==> src/design/sv32w_pkg.sv <==
// Shared types and constants for the Sv32 page table walker.
`timescale 1ns / 1ps

package sv32w_pkg;

    localparam int VADDR_W   = 32;
    localparam int PADDR_W   = 34;
    localparam int PTE_W     = 32;
    localparam int PPN_W     = 22;
    localparam int VPN_W     = 10;
    localparam int OFFSET_W  = 12;
    localparam int NEEDS_W   = 4;

    // Stream payload widths (fields packed from bit 0, padded to bytes)
    localparam int S_TDATA_W = 72;
    localparam int M_TDATA_W = 40;

    // PTE flag bit positions
    localparam int PTE_V = 0;
    localparam int PTE_R = 1;
    localparam int PTE_W_BIT = 2;
    localparam int PTE_X = 3;
    localparam int PTE_U = 4;

    // Held permission needs, bit positions
    localparam int NEED_RD = 0;
    localparam int NEED_WR = 1;
    localparam int NEED_EX = 2;
    localparam int NEED_US = 3;

    // Configuration register indexes
    localparam int CFG_INDEX_W = 1;
    localparam int CFG_DATA_W  = PPN_W;
    localparam logic [CFG_INDEX_W-1:0] CFG_TRANSLATE_ENABLE = 1'b0;
    localparam logic [CFG_INDEX_W-1:0] CFG_ROOT_TABLE_PPN   = 1'b1;

    typedef enum logic {
        OP_REQUEST = 1'b0,
        OP_PTE     = 1'b1
    } op_t;

    typedef enum logic [1:0] {
        KIND_READ_PTE = 2'd0,
        KIND_DONE     = 2'd1,
        KIND_FAULT    = 2'd2
    } kind_t;

    typedef struct packed {
        op_t                op;
        logic [VADDR_W-1:0] virt_addr;
        logic [NEEDS_W-1:0] needs;
        logic [PTE_W-1:0]   pte_word;
    } in_item_t;

    typedef struct packed {
        kind_t              kind;
        logic [PADDR_W-1:0] address;
    } result_t;

endpackage

==> src/design/sv32w_in_stage.sv <==
// Input register stage: holds one accepted beat until the walk step consumes it.
`timescale 1ns / 1ps

module sv32w_in_stage (
    input  logic                clk,
    input  logic                rst_n,
    input  logic                s_tvalid,
    output logic                s_tready,
    input  sv32w_pkg::in_item_t s_item,
    input  logic                advance,
    output logic                item_valid,
    output sv32w_pkg::in_item_t item
);
    import sv32w_pkg::*;

    logic     valid_reg;
    logic     valid_next;
    in_item_t item_reg;
    logic     load;

    assign s_tready = !valid_reg || advance;
    assign load     = s_tvalid && s_tready;

    always_comb
    begin
        valid_next = valid_reg;
        if (load)
        begin
            valid_next = 1'b1;
        end
        else if (advance)
        begin
            valid_next = 1'b0;
        end
    end

    always_ff @(posedge clk or negedge rst_n)
    begin
        if (!rst_n)
        begin
            valid_reg <= 1'b0;
        end
        else
        begin
            valid_reg <= valid_next;
        end
    end

    always_ff @(posedge clk)
    begin
        if (load)
        begin
            item_reg <= s_item;
        end
    end

    assign item_valid = valid_reg;
    assign item       = item_reg;

endmodule

==> src/design/sv32w_walk.sv <==
// Walk step: configuration registers, walk state and the per-beat translate logic.
`timescale 1ns / 1ps

module sv32w_walk (
    input  logic                                 clk,
    input  logic                                 rst_n,
    input  logic                                 cfg_write,
    input  logic [sv32w_pkg::CFG_INDEX_W-1:0]    cfg_index,
    input  logic [sv32w_pkg::CFG_DATA_W-1:0]     cfg_data,
    input  logic                                 fire,
    input  sv32w_pkg::in_item_t                  item,
    output logic                                 has_result,
    output sv32w_pkg::result_t                   result
);
    import sv32w_pkg::*;

    logic               enable_reg;
    logic               enable_next;
    logic [PPN_W-1:0]   root_ppn_reg;
    logic [PPN_W-1:0]   root_ppn_next;

    logic               busy_reg;
    logic               busy_next;
    logic               level_reg;
    logic               level_next;
    logic [VADDR_W-1:0] vaddr_reg;
    logic [VADDR_W-1:0] vaddr_next;
    logic [NEEDS_W-1:0] needs_reg;
    logic [NEEDS_W-1:0] needs_next;

    logic               pte_v;
    logic               pte_r;
    logic               pte_w;
    logic               pte_x;
    logic               pte_u;
    logic [11:0]        pte_ppn1;
    logic [VPN_W-1:0]   pte_ppn0;
    logic               perm_miss;

    always_comb
    begin
        enable_next   = enable_reg;
        root_ppn_next = root_ppn_reg;
        if (cfg_write)
        begin
            case (cfg_index)
                CFG_TRANSLATE_ENABLE: enable_next   = cfg_data[0];
                CFG_ROOT_TABLE_PPN:   root_ppn_next = cfg_data;
                default:              enable_next   = enable_reg;
            endcase
        end
    end

    assign pte_v    = item.pte_word[PTE_V];
    assign pte_r    = item.pte_word[PTE_R];
    assign pte_w    = item.pte_word[PTE_W_BIT];
    assign pte_x    = item.pte_word[PTE_X];
    assign pte_u    = item.pte_word[PTE_U];
    assign pte_ppn1 = item.pte_word[31:20];
    assign pte_ppn0 = item.pte_word[19:10];

    assign perm_miss = (needs_reg[NEED_RD] && !pte_r) || (needs_reg[NEED_WR] && !pte_w)
                    || (needs_reg[NEED_EX] && !pte_x) || (needs_reg[NEED_US] && !pte_u);

    always_comb
    begin
        busy_next      = busy_reg;
        level_next     = level_reg;
        vaddr_next     = vaddr_reg;
        needs_next     = needs_reg;
        has_result     = 1'b0;
        result.kind    = KIND_DONE;
        result.address = '0;

        if (fire)
        begin
            if (item.op == OP_REQUEST)
            begin
                if (!busy_reg)
                begin
                    has_result = 1'b1;
                    if (!enable_reg)
                    begin
                        result.kind    = KIND_DONE;
                        result.address = {2'b00, item.virt_addr};
                    end
                    else
                    begin
                        vaddr_next     = item.virt_addr;
                        needs_next     = item.needs;
                        level_next     = 1'b1;
                        busy_next      = 1'b1;
                        result.kind    = KIND_READ_PTE;
                        result.address = {root_ppn_reg, item.virt_addr[31:22], 2'b00};
                    end
                end
            end
            else if (busy_reg)
            begin
                has_result = 1'b1;
                if (!pte_v || (!pte_r && pte_w))
                begin
                    busy_next      = 1'b0;
                    result.kind    = KIND_FAULT;
                    result.address = {2'b00, vaddr_reg};
                end
                else if (!pte_r && !pte_x)
                begin
                    // pointer to the next table
                    if (!level_reg)
                    begin
                        busy_next      = 1'b0;
                        result.kind    = KIND_FAULT;
                        result.address = {2'b00, vaddr_reg};
                    end
                    else
                    begin
                        level_next     = 1'b0;
                        result.kind    = KIND_READ_PTE;
                        result.address = {item.pte_word[31:10], vaddr_reg[21:12], 2'b00};
                    end
                end
                else if (perm_miss || (level_reg && pte_ppn0 != '0))
                begin
                    busy_next      = 1'b0;
                    result.kind    = KIND_FAULT;
                    result.address = {2'b00, vaddr_reg};
                end
                else
                begin
                    busy_next   = 1'b0;
                    result.kind = KIND_DONE;
                    if (level_reg)
                    begin
                        result.address = {pte_ppn1, vaddr_reg[21:12], vaddr_reg[11:0]};
                    end
                    else
                    begin
                        result.address = {pte_ppn1, pte_ppn0, vaddr_reg[11:0]};
                    end
                end
            end
        end
    end

    always_ff @(posedge clk or negedge rst_n)
    begin
        if (!rst_n)
        begin
            enable_reg   <= 1'b0;
            root_ppn_reg <= '0;
            busy_reg     <= 1'b0;
            level_reg    <= 1'b0;
        end
        else
        begin
            enable_reg   <= enable_next;
            root_ppn_reg <= root_ppn_next;
            busy_reg     <= busy_next;
            level_reg    <= level_next;
        end
    end

    always_ff @(posedge clk)
    begin
        vaddr_reg     <= vaddr_next;
        needs_reg     <= needs_next;
    end

`ifndef ASSERT_OFF
    a_ptr_read_keeps_busy: assert property (@(posedge clk) disable iff (!rst_n)
        (has_result && result.kind == KIND_READ_PTE) |=> busy_reg)
        else $error("walk not busy after PTE read request");

    a_end_clears_busy: assert property (@(posedge clk) disable iff (!rst_n)
        (has_result && (result.kind == KIND_FAULT || (result.kind == KIND_DONE && busy_reg)))
        |=> !busy_reg)
        else $error("walk still busy after it ended");

    a_idle_pte_dropped: assert property (@(posedge clk) disable iff (!rst_n)
        (fire && item.op == OP_PTE && !busy_reg) |-> !has_result)
        else $error("PTE beat while idle produced a result");

    a_busy_request_dropped: assert property (@(posedge clk) disable iff (!rst_n)
        (fire && item.op == OP_REQUEST && busy_reg) |=> $stable(vaddr_reg) && busy_reg)
        else $error("request during a walk disturbed the walk");

    a_descend_while_busy: assert property (@(posedge clk) disable iff (!rst_n)
        $fell(level_reg) |-> busy_reg)
        else $error("walk level dropped while idle");
`endif

endmodule

==> src/design/sv32w_out_stage.sv <==
// Result register: holds one result beat until the downstream side takes it.
`timescale 1ns / 1ps

module sv32w_out_stage (
    input  logic               clk,
    input  logic               rst_n,
    input  logic               load,
    input  sv32w_pkg::result_t result,
    output logic               free,
    output logic               m_tvalid,
    input  logic               m_tready,
    output sv32w_pkg::result_t m_result
);
    import sv32w_pkg::*;

    logic    valid_reg;
    logic    valid_next;
    result_t result_reg;

    assign free = !valid_reg || m_tready;

    always_comb
    begin
        valid_next = valid_reg;
        if (load)
        begin
            valid_next = 1'b1;
        end
        else if (m_tready)
        begin
            valid_next = 1'b0;
        end
    end

    always_ff @(posedge clk or negedge rst_n)
    begin
        if (!rst_n)
        begin
            valid_reg <= 1'b0;
        end
        else
        begin
            valid_reg <= valid_next;
        end
    end

    always_ff @(posedge clk)
    begin
        if (load)
        begin
            result_reg <= result;
        end
    end

    assign m_tvalid = valid_reg;
    assign m_result = result_reg;

endmodule

==> src/design/sv32_page_table_walker.sv <==
// Sv32 page table walker: sustains one input beat per clock cycle while the
// output is not stalled. A beat is captured in an input register, translated
// in one pass of flag checks and address concatenation, and its result (if
// any) lands in the result register, which drives the master side. Requests
// start a walk and answer with a level-1 PTE read; PTE beats advance the walk
// to a level-0 read, a physical address or a page fault. Requests during a
// walk and PTE beats while idle are dropped without a result. With
// translate_enable low, requests come back as done with the address
// unchanged. Write configuration only while the walker is idle.
`timescale 1ns / 1ps

module sv32_page_table_walker (
    input  logic                                 clk,
    input  logic                                 rst_n,
    // slave side
    input  logic                                 s_tvalid,
    output logic                                 s_tready,
    // [31:0] virt_addr, [32] need_read, [33] need_write, [34] need_exec,
    // [35] need_user, [67:36] pte_word, [71:68] zero
    input  logic [sv32w_pkg::S_TDATA_W-1:0]      s_tdata,
    // [0] op
    input  logic                                 s_tuser,
    // master side
    output logic                                 m_tvalid,
    input  logic                                 m_tready,
    // [33:0] address, [39:34] zero
    output logic [sv32w_pkg::M_TDATA_W-1:0]      m_tdata,
    // [1:0] kind
    output logic [1:0]                           m_tuser,
    // configuration write
    input  logic                                 cfg_valid,
    output logic                                 cfg_ready,
    input  logic [sv32w_pkg::CFG_INDEX_W-1:0]    cfg_index,
    input  logic [sv32w_pkg::CFG_DATA_W-1:0]     cfg_data
);
    import sv32w_pkg::*;

    in_item_t s_item;
    in_item_t item;
    logic     item_valid;
    logic     advance;
    logic     out_free;
    logic     has_result;
    result_t  result;
    result_t  m_result;

    assign s_item.op        = op_t'(s_tuser);
    assign s_item.virt_addr = s_tdata[31:0];
    assign s_item.needs     = s_tdata[35:32];
    assign s_item.pte_word  = s_tdata[67:36];

    // consume the held beat only when the result register can take its result
    assign advance   = item_valid && out_free;
    assign cfg_ready = 1'b1;

    sv32w_in_stage u_in_stage (
        .clk        (clk),
        .rst_n      (rst_n),
        .s_tvalid   (s_tvalid),
        .s_tready   (s_tready),
        .s_item     (s_item),
        .advance    (advance),
        .item_valid (item_valid),
        .item       (item)
    );

    sv32w_walk u_walk (
        .clk        (clk),
        .rst_n      (rst_n),
        .cfg_write  (cfg_valid && cfg_ready),
        .cfg_index  (cfg_index),
        .cfg_data   (cfg_data),
        .fire       (advance),
        .item       (item),
        .has_result (has_result),
        .result     (result)
    );

    sv32w_out_stage u_out_stage (
        .clk      (clk),
        .rst_n    (rst_n),
        .load     (advance && has_result),
        .result   (result),
        .free     (out_free),
        .m_tvalid (m_tvalid),
        .m_tready (m_tready),
        .m_result (m_result)
    );

    assign m_tdata = {{(M_TDATA_W - PADDR_W){1'b0}}, m_result.address};
    assign m_tuser = m_result.kind;

endmodule

==> config.mk <==
export PLATFORM = sky130hd
export DESIGN_NAME = sv32_page_table_walker
export DESIGN_NICKNAME = d
export VERILOG_FILES = /design/src/design/sv32w_pkg.sv /design/src/design/sv32w_in_stage.sv /design/src/design/sv32w_walk.sv /design/src/design/sv32w_out_stage.sv /design/src/design/sv32_page_table_walker.sv
export SDC_FILE = /design/constraint.sdc
export NUM_CORES = 1
export LEC_CHECK = 0
export ABC_AREA = 1
export BUFFER_PORTS_ARGS = -buffer_cell sky130_fd_sc_hd__buf_2
export CORE_MARGIN = 8
export CORE_UTILIZATION = 40
export DETAILED_ROUTE_END_ITERATION = 7
export PLACE_DENSITY = 0.67
export SLEW_MARGIN = 15
export SYNTH_ARGS = -nofsm -noshare
export SYNTH_HDL_FRONTEND = slang
export SYNTH_HIERARCHICAL = 1
export SYNTH_SLANG_ARGS = --single-unit
==> constraint.sdc <==
create_clock -name clk -period 6.3 [get_ports clk]
set_input_delay 0.315 -clock clk [delete_from_list [all_inputs] [get_ports clk]]
set_output_delay 0.315 -clock clk [all_outputs]
set_load 0.03 [all_outputs]
## Yosys cells after proc, flatten, opt, wreduce, memory -nomap -nowiden

Cells that the tools add are included.

| storage, ports and cells | value |
|---|---|
| flip-flop bits (word level) | 168 |
| input port bits | 101 |
| output and inout bits | 45 |
| word-level logic and storage cells | 83 |

| operators by class | value |
|---|---|
| equality and inequality tests | 4 |
| muxes and demuxes | 30 |
| bitwise logic cells | 3 |
| reductions and logical operators | 32 |

Operators by type and width:

| operator | count |
|---|---|
| two-way mux 36 bit | 7 |
| two-way mux 35 bit | 1 |
| two-way mux 22 bit | 1 |
| two-way mux 1 bit | 21 |
| logical AND 1 bit | 10 |
| nonzero test 10 bit | 1 |
| zero test 1 bit | 7 |
| logical OR 1 bit | 7 |
| inequality test 2 bit (second input constant) | 3 |
| AND reduction 6 bit | 1 |
| nonzero test 2 bit | 3 |
| AND reduction 2 bit | 2 |
| AND reduction 4 bit | 1 |
| NOT 1 bit | 3 |
| inequality test 2 x 1 -> 1 bit (second input constant) | 1 |

## Logic depth before layout (Yosys ltp)

| logic depth | value |
|---|---|
| depth in word-level cells | 11 |
| depth in mapped cells | 11 |
| mapped depth without buffers | 10 |

## Hierarchy

The synthesis kept the hierarchy.

Modules (own cells, without submodules):

| module | instances | cells an instance | area an instance (sq um) | sequential area each (sq um) |
|---|---|---|---|---|
| sv32w_walk | 1 | 421 | 3677.3 | 1706.6 |
| sv32w_in_stage | 1 | 75 | 2117.0 | 2097.0 |
| sv32w_out_stage | 1 | 41 | 1126.1 | 1106.1 |
| sv32_page_table_walker | 1 | 13 | 77.6 | 0.0 |

## Least setup slack after synthesis

No wires, ideal clock.

| path | value |
|---|---|
| path type | register -> register |
| start point | reg u_out_stage.valid_reg (netlist: u_out_stage/m_tvalid) |
| end point | reg u_in_stage.item_reg (netlist bit u_in_stage/item[0]) (enable) |
| setup time | 519 ps |
| data arrival time | 4244 ps |
| data required time | 5781 ps |
| setup slack | 1538 ps |
| cell stages (with the launch flop) | 6 |
| buffers on the path | 0 |
| period minus slack after synthesis | 4762 ps |
| cell sequence | dfrtp_1 -> nand2_2 -> nand2_1 -> inv_1 -> inv_1 -> a21oi_1 |

| on the way | value |
|---|---|
| longest elaborated chain between the ends | 5 |

Ends and longest elaborated chain:

| item | line | RTL |
|---|---|---|
| from (decl) | sv32w_out_stage.sv:16 | `logic valid_reg;` |
| from (signal assigned) | sv32w_out_stage.sv:43 | `valid_reg <= valid_next;` |
| zero test 1 bit | sv32w_out_stage.sv:20 | `assign free = !valid_reg \|\| m_tready;` |
| logical OR 1 bit | sv32w_out_stage.sv:20 |  |
| named net out_free | sv32_page_table_walker.sv:42 | `logic out_free;` |
| logical AND 1 bit | sv32_page_table_walker.sv:53 | `assign advance = item_valid && out_free;` |
| named net advance | sv32_page_table_walker.sv:41 | `logic advance;` |
| logical OR 1 bit | sv32w_in_stage.sv:21 | `assign s_tready = !valid_reg \|\| advance;` |
| logical AND 1 bit | sv32w_in_stage.sv:22 | `assign load = s_tvalid && s_tready;` |
| named net u_in_stage.load | sv32w_in_stage.sv:19 | `logic load;` |
| to (signal assigned) | sv32w_in_stage.sv:53 | `item_reg <= s_item;` |
| to (decl) | sv32w_in_stage.sv:18 | `in_item_t item_reg;` |

The timed path passes the listed nets, and every way through them passes these cells.
A chain may end at the register's enable or synchronous reset.

## Worst setup path after layout

| path | value |
|---|---|
| start point | reg u_walk.busy_reg |
| end point | reg u_out_stage.result_reg (netlist bit u_out_stage/m_result[2]) (enable) |

| on the way | value |
|---|---|
| longest elaborated chain between the ends | 4 |
| elaborated cells between the ends (all ways) | 5 |
| those cells by class | mux (4); reduce/logical (1) |

Ends and longest elaborated chain:

| item | line | RTL |
|---|---|---|
| from (decl) | sv32w_walk.sv:22 | `logic busy_reg;` |
| from (signal assigned) | sv32w_walk.sv:159 | `busy_reg <= busy_next;` |
| two-way mux 1 bit (on tied branches) | sv32w_walk.sv:79, sv32w_walk.sv:98 |  |
| two-way mux 1 bit (*) | sv32w_walk.sv:77 | `if (item.op == OP_REQUEST)` |
| two-way mux 1 bit (*) | sv32w_walk.sv:75 | `if (fire)` |
| named net has_result | sv32_page_table_walker.sv:43 | `logic has_result;` |
| logical AND 1 bit (*) | sv32_page_table_walker.sv:82 | `.load (advance && has_result),` |
| to (signal assigned) | sv32w_out_stage.sv:51 | `result_reg <= result;` |
| to (decl) | sv32w_out_stage.sv:18 | `result_t result_reg;` |

The timed path passes the listed nets; every way through them passes the cells marked *.

==> flow_summary.toml <==
[detailed_routing]
wl_um = 17060
dr.pass1.iters = 6
drc_errors = 0
drt_iter0_drc = 470
num_vias = 4618
drtAntennaViolNets = 0
wl_met2_um = 8108
wl_met3_um = 1263
wl_met1_um = 7233
top_layer = "met4"
route.detailed.wl_per_inst_um = 18.85
viasPerCell = 5.103

[clock_network]
ctsHoldBuffers = 1
cts_setup_buffers = 0
tritoncts = "done"
cts_sinks = 163
clock_latency_ps = 430
cts_htree_levels = 4
ctsResizeCount = 0
cts_inserted_buffers = 17
clkTransAtPathRegs_ps = 60
clockRootBuffer = "clkbuf_16"
clockBufferDepth = 2

[setup_path]
startpoint_type = "flip-flop"
path_class = "reg2reg"
worstPathArrival_ps = 2630
path_common_cell = "inv_1"
endpoint_kind = "flip-flop"
crit_chain = "inv_1 > ha_1 > nor2_1 > inv_1 > nor2_4"
critPathRequiredTime_ps = 6350
slowest_stage = "nor2_4"
slowest_delay_ps = 860
critical_path_peak_fanout = 37

[synthesis]
synthesis.instances = 545
yosys_warnings = 6
syn-cell-area_um2 = 6848
syn_area_per_cell_um2 = 12.56

[run]
maxCapViolCount = 0

[floorplanning]
die_x_um = 146.8
initial_core_util_pct = 40.29
die_area_um2 = 21560
core_area_um2 = 17000
die_height_um = 146.8
io_pins = 146
rows = 48

[placed_design]
gp_congestion = 0.8377
dp_hpwl_um = 12380
io_buffers = 129

[global_route]
grt_remaining_overflow = 0
grt_max_degree = 49
grt_pass1_wl_um = 26340
antenna_found_initial = 0
grt_usage_pct = 15.83
grt_pass1_vias = 4734

[sta]
period_minus_slack_ps = 2580
drv_slew = 0
relSlewSlack_pct = 25.91
finalCritPeriodShare_pct = 40.95
clock.fmax_mhz = 387.6
worst_slew_pin_slew_ps = 1109
finClkSkew_ps = 7.824
setup_viol = 0
rsz0062_at_grt = "false"
hold_viol = 0
setup_tns_ps = 0

[layout]
multiInputGateArea_um2 = 1760
largest_register_ff_count = 64
drive_gt1_share_pct = 31.18
final_nets = 769
seqCellArea_um2 = 4760
diodes = 0
fillers = 1519
area_growth_pct = 20.72

[power_and_ir_drop]
peakVddDrop_v = 0.0001963
leakage_uw = 0.003417
p_total_uw = 3255
p_per_area_nw_per_um2 = 393.7

[worst_hold_path]
hold_path_class = "in2reg"

[outcome]
outcome = "completed"
## area by class of cell
| cell class | count | share of cell area (%) |
|---|---|---|
| Inverter | 44 | 1.998 |
| Timing Repair Buffer | 134 | 8.294 |
| Sequential cell | 163 | 57.58 |
| Clock buffer | 17 | 5.146 |
| Tap cell | 225 | 3.405 |
| Multi-Input combinational cell | 307 | 21.30 |
| Clock inverter | 15 | 2.285 |
## per-layer routing
metal,vias to the layer above,GRT usage (%)
met5,-,0
li1,2169,-
met2,206,24.72
met3,31,4.460
met4,0,7.161
met1,2212,20.11
## worst max-delay path: cells and delay by family (launching register included)
kind                     cells  cell delay (ps)
adder cells (fa/ha/maj)      1              290
AND/OR/NAND/NOR              2             1070
buffers and inverters        2              240
flip-flops                   1              570
## through the flow
stage,std cells,setup WS (ps),hold WS [ps],util (%),instance area (um2)
floorplan,550,1788,19.41,-,6867
global placement,872,3453,362.1,44.95,7640
detailed placement,872,3406,375.3,44.95,7640
CTS,905,3369,42.06,48.62,8264
global route,905,3524,40.56,48.64,8267
finish,905,3720,56.37,48.64,8267
## worst paths after layout
check | end | slack [ps] | cells after the start | startpoint
hold / removal | u_in_stage/item[37] | 60 | 1 | s_tdata[1]
min in group asynchronous | u_in_stage/item_valid | 440 | 2 | rst_n
setup reg to reg | u_out_stage/m_result[2] | 3720 | 5 | u_walk/busy_reg
setup / recovery | u_out_stage/m_result[2] | 3720 | 5 | u_walk/busy_reg
max in group asynchronous | u_walk/root_ppn_reg[11] | 5440 | 2 | rst_n
hold reg to reg | u_walk/needs_reg[3] | 420 | 0 | u_in_stage/item[35]
## where the power goes
part / switching [uW] / internal (uW)
logic: 488 / 205
clock network: 415 / 658
registers: 97.9 / 1390
## placed cells by master (no fill, tap or decap), types with 6 or more instances in the layout
cell type / instances
conb_1: 7
a22o_1: 20
edfxtp_1: 136
o22ai_1: 11
buf_2: 129
a21oi_1: 6
mux2_2: 21
clkbuf_16: 17
o21ai_0: 23
nand4_1: 10
nand2_2: 7
nor2_1: 48
nand3_2: 7
dfrtp_1: 27
nand2_1: 79
inv_1: 42
a22oi_1: 10
nand3_1: 39
nor2_4: 6
(Power assumes the default switching activity.)
